==> src/sv/adpcm_bd_pkg.sv <==
// Package for the 4-bit ADPCM block decoder: sizes, register indexes,
// saturation limits and the arithmetic types shared by the decoder RTL.
// No dependencies.
`timescale 1ns / 1ps

package adpcm_bd_pkg;

	// Channel history depth and the index width that follows from it
	localparam int MaxChannels = 8;
	localparam int CH_IDX_W    = (MaxChannels > 1) ? $clog2(MaxChannels) : 1;
	localparam int CC_W        = $clog2(MaxChannels + 1);

	// Field and register widths
	localparam int CH_W       = 3;
	localparam int SIB_W      = 9;
	localparam int POS_W      = 8;
	localparam int COEF_W     = 15;
	localparam int CFG_IDX_W  = 2;
	localparam int CFG_DATA_W = 15;

	// Configuration register indexes
	localparam logic [CFG_IDX_W-1:0] REG_CHAN_COUNT   = 2'd0;
	localparam logic [CFG_IDX_W-1:0] REG_BLOCK_BYTES  = 2'd1;
	localparam logic [CFG_IDX_W-1:0] REG_PRED_COEFF_A = 2'd2;
	localparam logic [CFG_IDX_W-1:0] REG_PRED_COEFF_B = 2'd3;

	// Input command codes
	localparam logic CMD_DATA    = 1'b0;
	localparam logic CMD_RESTART = 1'b1;

	// Reset values of the configuration registers and the minimum slice byte count
	localparam logic [3:0]        CC_RESET = 4'd1;
	localparam logic [POS_W-1:0]  BB_RESET = 8'd18;
	localparam logic [POS_W-1:0]  BB_MIN   = 8'd3;

	// Prediction shift and output limits
	localparam int Q_SHIFT = 12;
	localparam logic signed [31:0] SAT_MAX = 32'sd32767;
	localparam logic signed [31:0] SAT_MIN = -32'sd32768;

	typedef logic signed [15:0] sample_t;
	typedef logic signed [31:0] prod_t;

endpackage

==> src/sv/adpcm_4bit_block_decoder_unit.sv <==
// Top level of the 4-bit ADPCM block decoder: byte parser, shared multiplier
// sequencer, per-channel history and output register.
// Depends on adpcm_bd_pkg.
`timescale 1ns / 1ps

// Usage:
// The input stream (s_axis_*) carries one stream byte per transfer in tdata and
// a command bit in tuser: 0 feeds the byte to the decoder, 1 clears all channel
// history and restarts at a block boundary. The first two bytes of each channel
// slice load the big-endian scale and give no output; every later byte gives
// two samples on the output stream (m_axis_*), high nibble first.
// Scale bytes and restart commands leave the sequencer idle. A nibble byte
// keeps the block busy until both its samples are written, which an output
// stall delays: each sample runs four steps through the single 16x16
// multiplier (a*h1, b*h2, nibble*scale, then add and saturate), and the
// second sample waits for the first one's history.
// The output register holds a finished sample while the receiver stalls; the
// sequencer waits in its write step until the register frees, and s_axis_tready
// stays low until both samples of the byte have been written.
// Reset (arst_n low) clears history, scale, slice position and channel, loads
// a channel count of one, 18 slice bytes and zero coefficients, and empties
// the output. Configuration (cfg_*) must be written only while the block is
// idle; the block itself does not enforce this.

module adpcm_4bit_block_decoder_unit
	import adpcm_bd_pkg::*;
(
	input  logic                  clk,
	input  logic                  arst_n,
	// configuration write port
	input  logic                  cfg_we,
	input  logic [CFG_IDX_W-1:0]  cfg_index,
	input  logic [CFG_DATA_W-1:0] cfg_data,
	// input stream
	input  logic                  s_axis_tvalid,
	output logic                  s_axis_tready,
	input  logic [7:0]            s_axis_tdata,   // [7:0] data_byte
	input  logic                  s_axis_tuser,   // [0] command
	// output stream
	output logic                  m_axis_tvalid,
	input  logic                  m_axis_tready,
	output logic [31:0]           m_axis_tdata,   // [15:0] pcm_sample, [18:16] channel_index,
	                                              // [27:19] sample_in_block, [31:28] zero
	output logic                  m_axis_tuser,   // [0] last_of_item
	output logic                  m_axis_tlast    // block_done
);

	// Sequencer state codes
	localparam logic [2:0] S_IDLE = 3'd0;
	localparam logic [2:0] S_MA   = 3'd1;  // a * h1
	localparam logic [2:0] S_MB   = 3'd2;  // b * h2, move a*h1 to accumulator
	localparam logic [2:0] S_MN   = 3'd3;  // nibble * scale, accumulate b*h2
	localparam logic [2:0] S_WR   = 3'd4;  // add, saturate, write result

	// Configuration registers
	logic [3:0]               chan_count_q;
	logic [POS_W-1:0]         block_bytes_q;
	logic signed [COEF_W-1:0] coeff_a_q;
	logic signed [COEF_W-1:0] coeff_b_q;

	// Decoder state
	sample_t          hist1_q [MaxChannels];
	sample_t          hist2_q [MaxChannels];
	sample_t          scale_q;
	logic [POS_W-1:0] byte_pos_q;
	logic [CH_W-1:0]  chan_q;

	// Sequencer and per-byte working registers
	logic [2:0]          state_q;
	logic                nib_sel_q;
	logic [7:0]          byte_q;
	logic [CH_IDX_W-1:0] ch_q;
	logic [POS_W-1:0]    base_q;
	logic                block_end_q;
	prod_t               prod_q;
	prod_t               acc_q;

	// Output register
	logic            out_valid_q;
	sample_t         out_pcm_q;
	logic [CH_W-1:0] out_ch_q;
	logic [SIB_W-1:0] out_sib_q;
	logic            out_last_q;
	logic            out_done_q;

	logic                s_fire;
	logic                slot_free;
	logic [CC_W-1:0]     cc_eff;
	logic [POS_W-1:0]    bb_eff;
	logic                slice_end;
	logic                block_end;
	logic [CH_IDX_W-1:0] ch_cur;
	logic signed [15:0]  mul_x;
	logic signed [15:0]  mul_y;
	logic [3:0]          nibble;
	prod_t               sum;
	sample_t             sat_val;

	assign s_axis_tready = (state_q == S_IDLE);
	assign s_fire        = s_axis_tvalid && s_axis_tready;
	assign slot_free     = !out_valid_q || m_axis_tready;

	// Clamp the configured counts to their usable ranges
	always_comb begin
		if (chan_count_q == 4'd0) begin
			cc_eff = CC_W'(1);
		end else if (32'(chan_count_q) > MaxChannels) begin
			cc_eff = CC_W'(MaxChannels);
		end else begin
			cc_eff = CC_W'(chan_count_q);
		end
		bb_eff = (block_bytes_q < BB_MIN) ? BB_MIN : block_bytes_q;
	end

	// Slice and block boundaries of the byte at the head of the stream
	assign ch_cur    = CH_IDX_W'(chan_q);
	assign slice_end = ({1'b0, byte_pos_q} + 9'd1) >= {1'b0, bb_eff};
	assign block_end = slice_end && ((32'(ch_cur) + 32'd1) >= 32'(cc_eff));

	// Select the multiplier operands for the current step
	assign nibble = nib_sel_q ? byte_q[3:0] : byte_q[7:4];
	always_comb begin
		case (state_q)
			S_MA: begin
				mul_x = 16'(coeff_a_q);
				mul_y = hist1_q[ch_q];
			end
			S_MB: begin
				mul_x = 16'(coeff_b_q);
				mul_y = hist2_q[ch_q];
			end
			default: begin
				mul_x = 16'(signed'(nibble));
				mul_y = scale_q;
			end
		endcase
	end

	// Add the scaled nibble to the floored prediction and saturate
	assign sum = prod_q + (acc_q >>> Q_SHIFT);
	always_comb begin
		if (sum > SAT_MAX) begin
			sat_val = 16'sh7fff;
		end else if (sum < SAT_MIN) begin
			sat_val = -16'sh8000;
		end else begin
			sat_val = sum[15:0];
		end
	end

	// Take configuration writes
	always_ff @(posedge clk or negedge arst_n) begin
		if (!arst_n) begin
			chan_count_q  <= CC_RESET;
			block_bytes_q <= BB_RESET;
			coeff_a_q     <= '0;
			coeff_b_q     <= '0;
		end else if (cfg_we) begin
			unique case (cfg_index)
				REG_CHAN_COUNT:   chan_count_q  <= cfg_data[3:0];
				REG_BLOCK_BYTES:  block_bytes_q <= cfg_data[7:0];
				REG_PRED_COEFF_A: coeff_a_q     <= signed'(cfg_data[COEF_W-1:0]);
				REG_PRED_COEFF_B: coeff_b_q     <= signed'(cfg_data[COEF_W-1:0]);
				default: ;
			endcase
		end
	end

	// Sequencer, slice tracking and history
	always_ff @(posedge clk or negedge arst_n) begin
		if (!arst_n) begin
			state_q    <= S_IDLE;
			nib_sel_q  <= 1'b0;
			scale_q    <= '0;
			byte_pos_q <= '0;
			chan_q     <= '0;
			for (int i = 0; i < MaxChannels; i++) begin
				hist1_q[i] <= '0;
				hist2_q[i] <= '0;
			end
		end else begin
			unique case (state_q)
				S_IDLE: begin
					if (s_fire) begin
						if (s_axis_tuser == CMD_RESTART) begin
							// clear history and restart at a block boundary
							for (int i = 0; i < MaxChannels; i++) begin
								hist1_q[i] <= '0;
								hist2_q[i] <= '0;
							end
							scale_q    <= '0;
							byte_pos_q <= '0;
							chan_q     <= '0;
						end else begin
							if (byte_pos_q == 8'd0) begin
								scale_q[15:8] <= s_axis_tdata;
							end else if (byte_pos_q == 8'd1) begin
								scale_q[7:0] <= s_axis_tdata;
							end else begin
								nib_sel_q <= 1'b0;
								state_q   <= S_MA;
							end
							// advance slice position and channel
							if (slice_end) begin
								byte_pos_q <= '0;
								chan_q     <= block_end ? '0 : CH_W'(ch_cur + 1'b1);
							end else begin
								byte_pos_q <= byte_pos_q + 1'b1;
							end
						end
					end
				end
				S_MA: state_q <= S_MB;
				S_MB: state_q <= S_MN;
				S_MN: state_q <= S_WR;
				S_WR: begin
					if (slot_free) begin
						hist2_q[ch_q] <= hist1_q[ch_q];
						hist1_q[ch_q] <= sat_val;
						if (nib_sel_q) begin
							state_q <= S_IDLE;
						end else begin
							nib_sel_q <= 1'b1;
							state_q   <= S_MA;
						end
					end
				end
				default: state_q <= S_IDLE;
			endcase
		end
	end

	// Capture the per-byte context on every input transfer; only nibble bytes use it
	always_ff @(posedge clk) begin
		if (s_fire) begin
			byte_q      <= s_axis_tdata;
			ch_q        <= ch_cur;
			base_q      <= byte_pos_q - 8'd2;
			block_end_q <= block_end;
		end
	end

	// Shared multiplier with its product register and the accumulator
	always_ff @(posedge clk) begin
		prod_q <= mul_x * mul_y;
		case (state_q)
			S_MB: acc_q <= prod_q;
			S_MN: acc_q <= acc_q + prod_q;
			default: ;
		endcase
	end

	// Output register: load in the write step, drop on transfer out
	always_ff @(posedge clk or negedge arst_n) begin
		if (!arst_n) begin
			out_valid_q <= 1'b0;
		end else if (state_q == S_WR && slot_free) begin
			out_valid_q <= 1'b1;
		end else if (m_axis_tready) begin
			out_valid_q <= 1'b0;
		end
	end

	always_ff @(posedge clk) begin
		if (state_q == S_WR && slot_free) begin
			out_pcm_q  <= sat_val;
			out_ch_q   <= CH_W'(ch_q);
			out_sib_q  <= {base_q, nib_sel_q};
			out_last_q <= nib_sel_q;
			out_done_q <= nib_sel_q && block_end_q;
		end
	end

	assign m_axis_tvalid = out_valid_q;
	assign m_axis_tdata  = {4'd0, out_sib_q, out_ch_q, out_pcm_q};
	assign m_axis_tuser  = out_last_q;
	assign m_axis_tlast  = out_done_q;

`ifndef SYNTHESIS
	// A low-nibble sample sits at an odd position in the slice
	a_sib_parity: assert property (@(posedge clk) disable iff (!arst_n)
		out_valid_q |-> (out_sib_q[0] == out_last_q))
		else $error("sample position parity does not match nibble");

	// Block end is only flagged on the second sample of a byte
	a_done_last: assert property (@(posedge clk) disable iff (!arst_n)
		(out_valid_q && out_done_q) |-> out_last_q)
		else $error("block_done without last_of_item");

	// The second sample's write returns the sequencer to idle
	a_byte_finish: assert property (@(posedge clk) disable iff (!arst_n)
		(state_q == S_WR && slot_free && nib_sel_q) |=> (state_q == S_IDLE))
		else $error("sequencer did not finish the byte");

	// A restart command lands at the start of channel 0
	a_restart: assert property (@(posedge clk) disable iff (!arst_n)
		(s_fire && s_axis_tuser == CMD_RESTART) |=>
			(byte_pos_q == '0 && chan_q == '0 && scale_q == '0 && state_q == S_IDLE))
		else $error("restart did not clear slice state");
`endif

endmodule
==> config.mk <==
export PLATFORM = sky130hd
export DESIGN_NAME = adpcm_4bit_block_decoder_unit
export DESIGN_NICKNAME = d
export VERILOG_FILES = /design/src/sv/adpcm_bd_pkg.sv /design/src/sv/adpcm_4bit_block_decoder_unit.sv
export SDC_FILE = /design/constraint.sdc
export NUM_CORES = 2
export LEC_CHECK = 0
export BUFFER_PORTS_ARGS = -buffer_cell sky130_fd_sc_hd__buf_2
export CORE_MARGIN = 2
export CORE_UTILIZATION = 45
export DETAILED_ROUTE_END_ITERATION = 6
export RECOVER_POWER = 50
export SETUP_SLACK_MARGIN = 0.5
export SLEW_MARGIN = 15
export SYNTH_ARGS = -nofsm -noshare
export SYNTH_HDL_FRONTEND = slang
export SYNTH_SLANG_ARGS = --single-unit
==> constraint.sdc <==
create_clock -name clk -period 13.36 [get_ports clk]
set_input_delay 0.668 -clock clk [delete_from_list [all_inputs] [get_ports clk]]
set_output_delay 0.668 -clock clk [all_outputs]
set_load 0.1 [all_outputs]
==> implementation parameters <==
Parameter                              Value

Layout
  Share of layout cells above drive strength 1 ... under 10%
  Most common library cell in the layout ignoring fill and taps ... nand2_1
  Area Overhead vs Synth ... 9.03%
  Sequential cell area ... between 10,000 and 15,000 µm²
  Multi-input combinational cell area ... between 15,000 and 20,000 µm²
  Fillers ... about 6,500
  # diodes ... 0
  Area of all placed cells without fillers ... 34,700 µm²
  Leading cell types in the layout, fill and taps excluded ... 434 x nand2_1, 360 x inv_1, 327 x dfrtp_1, 255 x fa_1, 224 x nor2_1
  Layout Nets ... between 3,000 and 4,000

Timing
  Final count of pins violating max slew ... around 400
  Final critical-path share of the clock period ... approximately 78%
  Setup repair after global routing missed its margin ... no
  Transition at the pin with the smallest max-transition slack ... 6.16 ns
  Shortest clock period the worst path allows after layout ... slightly above 10 ns
  Maximum clock skew at final layout ... between 0.04 and 0.05 ns
  Count of endpoints failing hold in the final timing report ... 0
  Final Setup Violations ... 0
  Max frequency ... between 90 and 100 MHz
  Headroom to the max-slew limit ... -310%
  Sum Neg Setup Slack ... 0 ns

Global route
  Number of global-route vias before repair ... ~26,000
  GRT Max-Usage Layer ... met2
  M1 GR Usage ... a little under two fifths
  Global-route wire length before repair ... around 150 mm
  Number of antenna violations at the first check in global routing ... 0
  Overflow left after global routing ... 0
  Tot GR Track Use ... 26.0%
  Pin count of the biggest net entering global routing ... ~110
  Global routing usage on met3 ... ~5.1%
  Met2 track utilization from global routing ... 40.5%

Drt
  Via total after detailed routing ... roughly 25,000
  Mean routed wirelength per cell ... around 22 µm
  Detailed-routing iteration count for the pre-antenna-repair pass ... 5
  Routed Antenna Nets ... 0
  Drc violations ... 0
  Routed Wire Length ... 94.4 mm
  Via count normalized by instance count ... 5.90
  Iteration-0 DRC count of the detailed router ... 2,300

Floorplanning
  Overall die width ... approximately 270 µm
  Die ar. ... 73,000 µm²
  I/O pin count ... 67
  Area of the core ... roughly 70,000 µm²
  Die height ... 270 µm
  Effective utilization at floorplan ... a little under half
  Number of rows in the core area ... 97

Synthesis
  Portion of the post-synthesis area used by sequential elements ... between 30% and 40%
  Mapped Avg Cell Area ... approximately 9.6 µm²
  Post-synth EDFFs ... a little over 80
  Mapped cell area ... between 30,000 and 40,000 µm²
  Most used flip-flop cell after synthesis ... dfrtp_1
  Cells after Synth ... around 3,300
  YS warnings ... 0
  Fraction of registers with async set/reset ... ~74%
  Number of distinct library cells after synthesis ... 80
  Flip-flop and latch count after synthesis ... between 400 and 500

Setup path
  Data arrival time of the critical path ... about 11 ns
  CP max stage cell ... clkbuf_1
  Element type at the critical path end ... flip-flop
  Number of cells traversed by the worst register-to-register path ... 26
  Worst setup path startpoint ... state_q[2]$_DFFE_PN0P_
  Worst path buffer plus inverter count ... 4
  Crit Path Max Fanout ... 35
  Top delay family on crit path ... adder cells
  Slowest stage delay, CP ... approximately 1.6 ns
  Origin of the critical flop-to-flop path ... state_q[2]$_DFFE_PN0P_
  Launching element type of the critical path ... flip-flop
  Worst setup path class ... reg -> reg
  Register-to-register path setup slack ... around 3.0 ns
  WP data required ... between 10 and 15 ns
  Capture instance of the worst register-to-register path ... prod_q[31]$_DFF_P_
  Critical path's most frequent cell ... fa_1

Clock network
  Post-CTS Setup Repair Bufs ... 0
  Post-cts repair resize count ... 0
  Cts hold-fix bufs ... 0
  Inserted Clock Buffers ... 50
  TritonCTS clock tree ... built
  CTS clk-pin slew, worst paths ... roughly 0.060 ns
  Root buf cell ... clkbuf_16
  Skew-Pair Late Insertion Delay ... 0.61 ns
  Buffers from clock root to sink, at most ... 3
  Clock sink count ... about 440
  H-Tree Depth ... 2

Placement
  Final weighted congestion in routability-driven placement ... 0.924
  Detail Placement HPWL ... 65.9 mm
  Number of port buffers ... between 60 and 70
  Placed standard-cell area ... about 33,000 µm²

Flow run
  Number of max-cap violations ... 8

Min path
  Worst hold path depth ... 1
  Path category of the worst min-delay check ... in -> reg
  Worst min-delay path endpoint ... byte_q[7]$_DFFE_PP_
  Source of the worst hold timing path ... s_axis_tdata[7]

Run status
  Failing checks ... max-capacitance violations, max-slew violations
  Outcome ... finished with violations
-- cells by family after synthesis --
logic type / synth area share (%)
simple gates: 12.4
flops: 35.6
xor+xnor: 2.47
compound gates: 18.2
other cells: 0.0118
buf+inv: 6.55
fa+ha+maj: 22.3
mux: 2.47
-- synthesized netlist by cell type (11+ instances only) --
master / n / area [µm²]
a211oi_1: 13 / 97.6
a21o_1: 43 / 323
a21oi_1: 134 / 671
a221oi_1: 49 / 429
a22o_1: 43 / 377
a22oi_1: 116 / 871
a31oi_1: 27 / 169
and2_1: 15 / 93.8
and3_1: 34 / 213
buf_1: 11 / 41.3
clkbuf_1: 149 / 559
dfrtp_1: 327 / 8180
dfxtp_1: 32 / 641
edfxtp_1: 81 / 2430
fa_1: 255 / 5100
ha_1: 161 / 2010
inv_1: 360 / 1350
mux2_2: 62 / 698
nand2_1: 437 / 1640
nand2b_1: 33 / 206
nand3_1: 22 / 110
nand4_1: 11 / 68.8
nor2_1: 226 / 848
nor2b_1: 27 / 169
nor3_1: 26 / 130
nor3b_1: 21 / 158
o211ai_1: 87 / 653
o21ai_0: 219 / 1100
o21ai_1: 16 / 80.1
o21bai_1: 13 / 97.6
xnor2_1: 56 / 490
xor2_1: 34 / 298
-- layout make-up --
class                           count  share of cell area (%)
Clock inverter                     16                   0.587
Inverter                          360                    3.89
Timing Repair Buffer              111                    1.73
Sequential cell                   443                    32.6
Multi-Input combinational cell   2329                    53.5
Clock buffer                       78                    4.26
Tap cell                          940                    3.38
-- how the worst max path moves through the flow --
stage / endpoint / cells after the start / slack, ns
floorplan: prod_q[31]$_DFF_P_ / 31 / 4.16
global placement: prod_q[31]$_DFF_P_ / 29 / 4.62
detailed placement: prod_q[31]$_DFF_P_ / 29 / 4.46
CTS: prod_q[31]$_DFF_P_ / 29 / 4.48
global route: prod_q[31]$_DFF_P_ / 26 / 2.47
finish: prod_q[31]$_DFF_P_ / 26 / 2.97
-- per-layer routing --
metal / wire length (µm) / share of wire, % / vias to the layer above
li1: - / - / 11300
met1: 41500 / 44 / 12700
met2: 42500 / 45 / 1100
met3: 7950 / 8.4 / 154
met4: 2490 / 2.6 / 0
met5: 0 / 0 / -
-- metrics by stage --
stage                     utilization (%)  setup WS (ns)  hold slack, ns  cells
after floorplan                         -           4.16           0.372   3313
after global placement               47.3           4.62           0.419   4182
after detailed placement             47.3           4.46           0.408   4182
after CTS                            49.7           4.48           0.156   4276
after global routing                 49.6           2.47           0.279   4277
final                                49.6           2.97           0.298   4277
-- flip-flops by register name, indices dropped and copies added, names as in the netlist, 4 cells and up --
name	cells
hist1_q	128
hist2_q	128
acc_q	32
prod_q	32
out_pcm_q	16
scale_q	16
coeff_a_q	15
coeff_b_q	15
out_sib_q	9
base_q	8
block_bytes_q	8
byte_pos_q	8
byte_q	8
chan_count_q	4
Power is not shown: default switching activity piles up to over one toggle a cycle in this logic, so the estimate is an artifact.
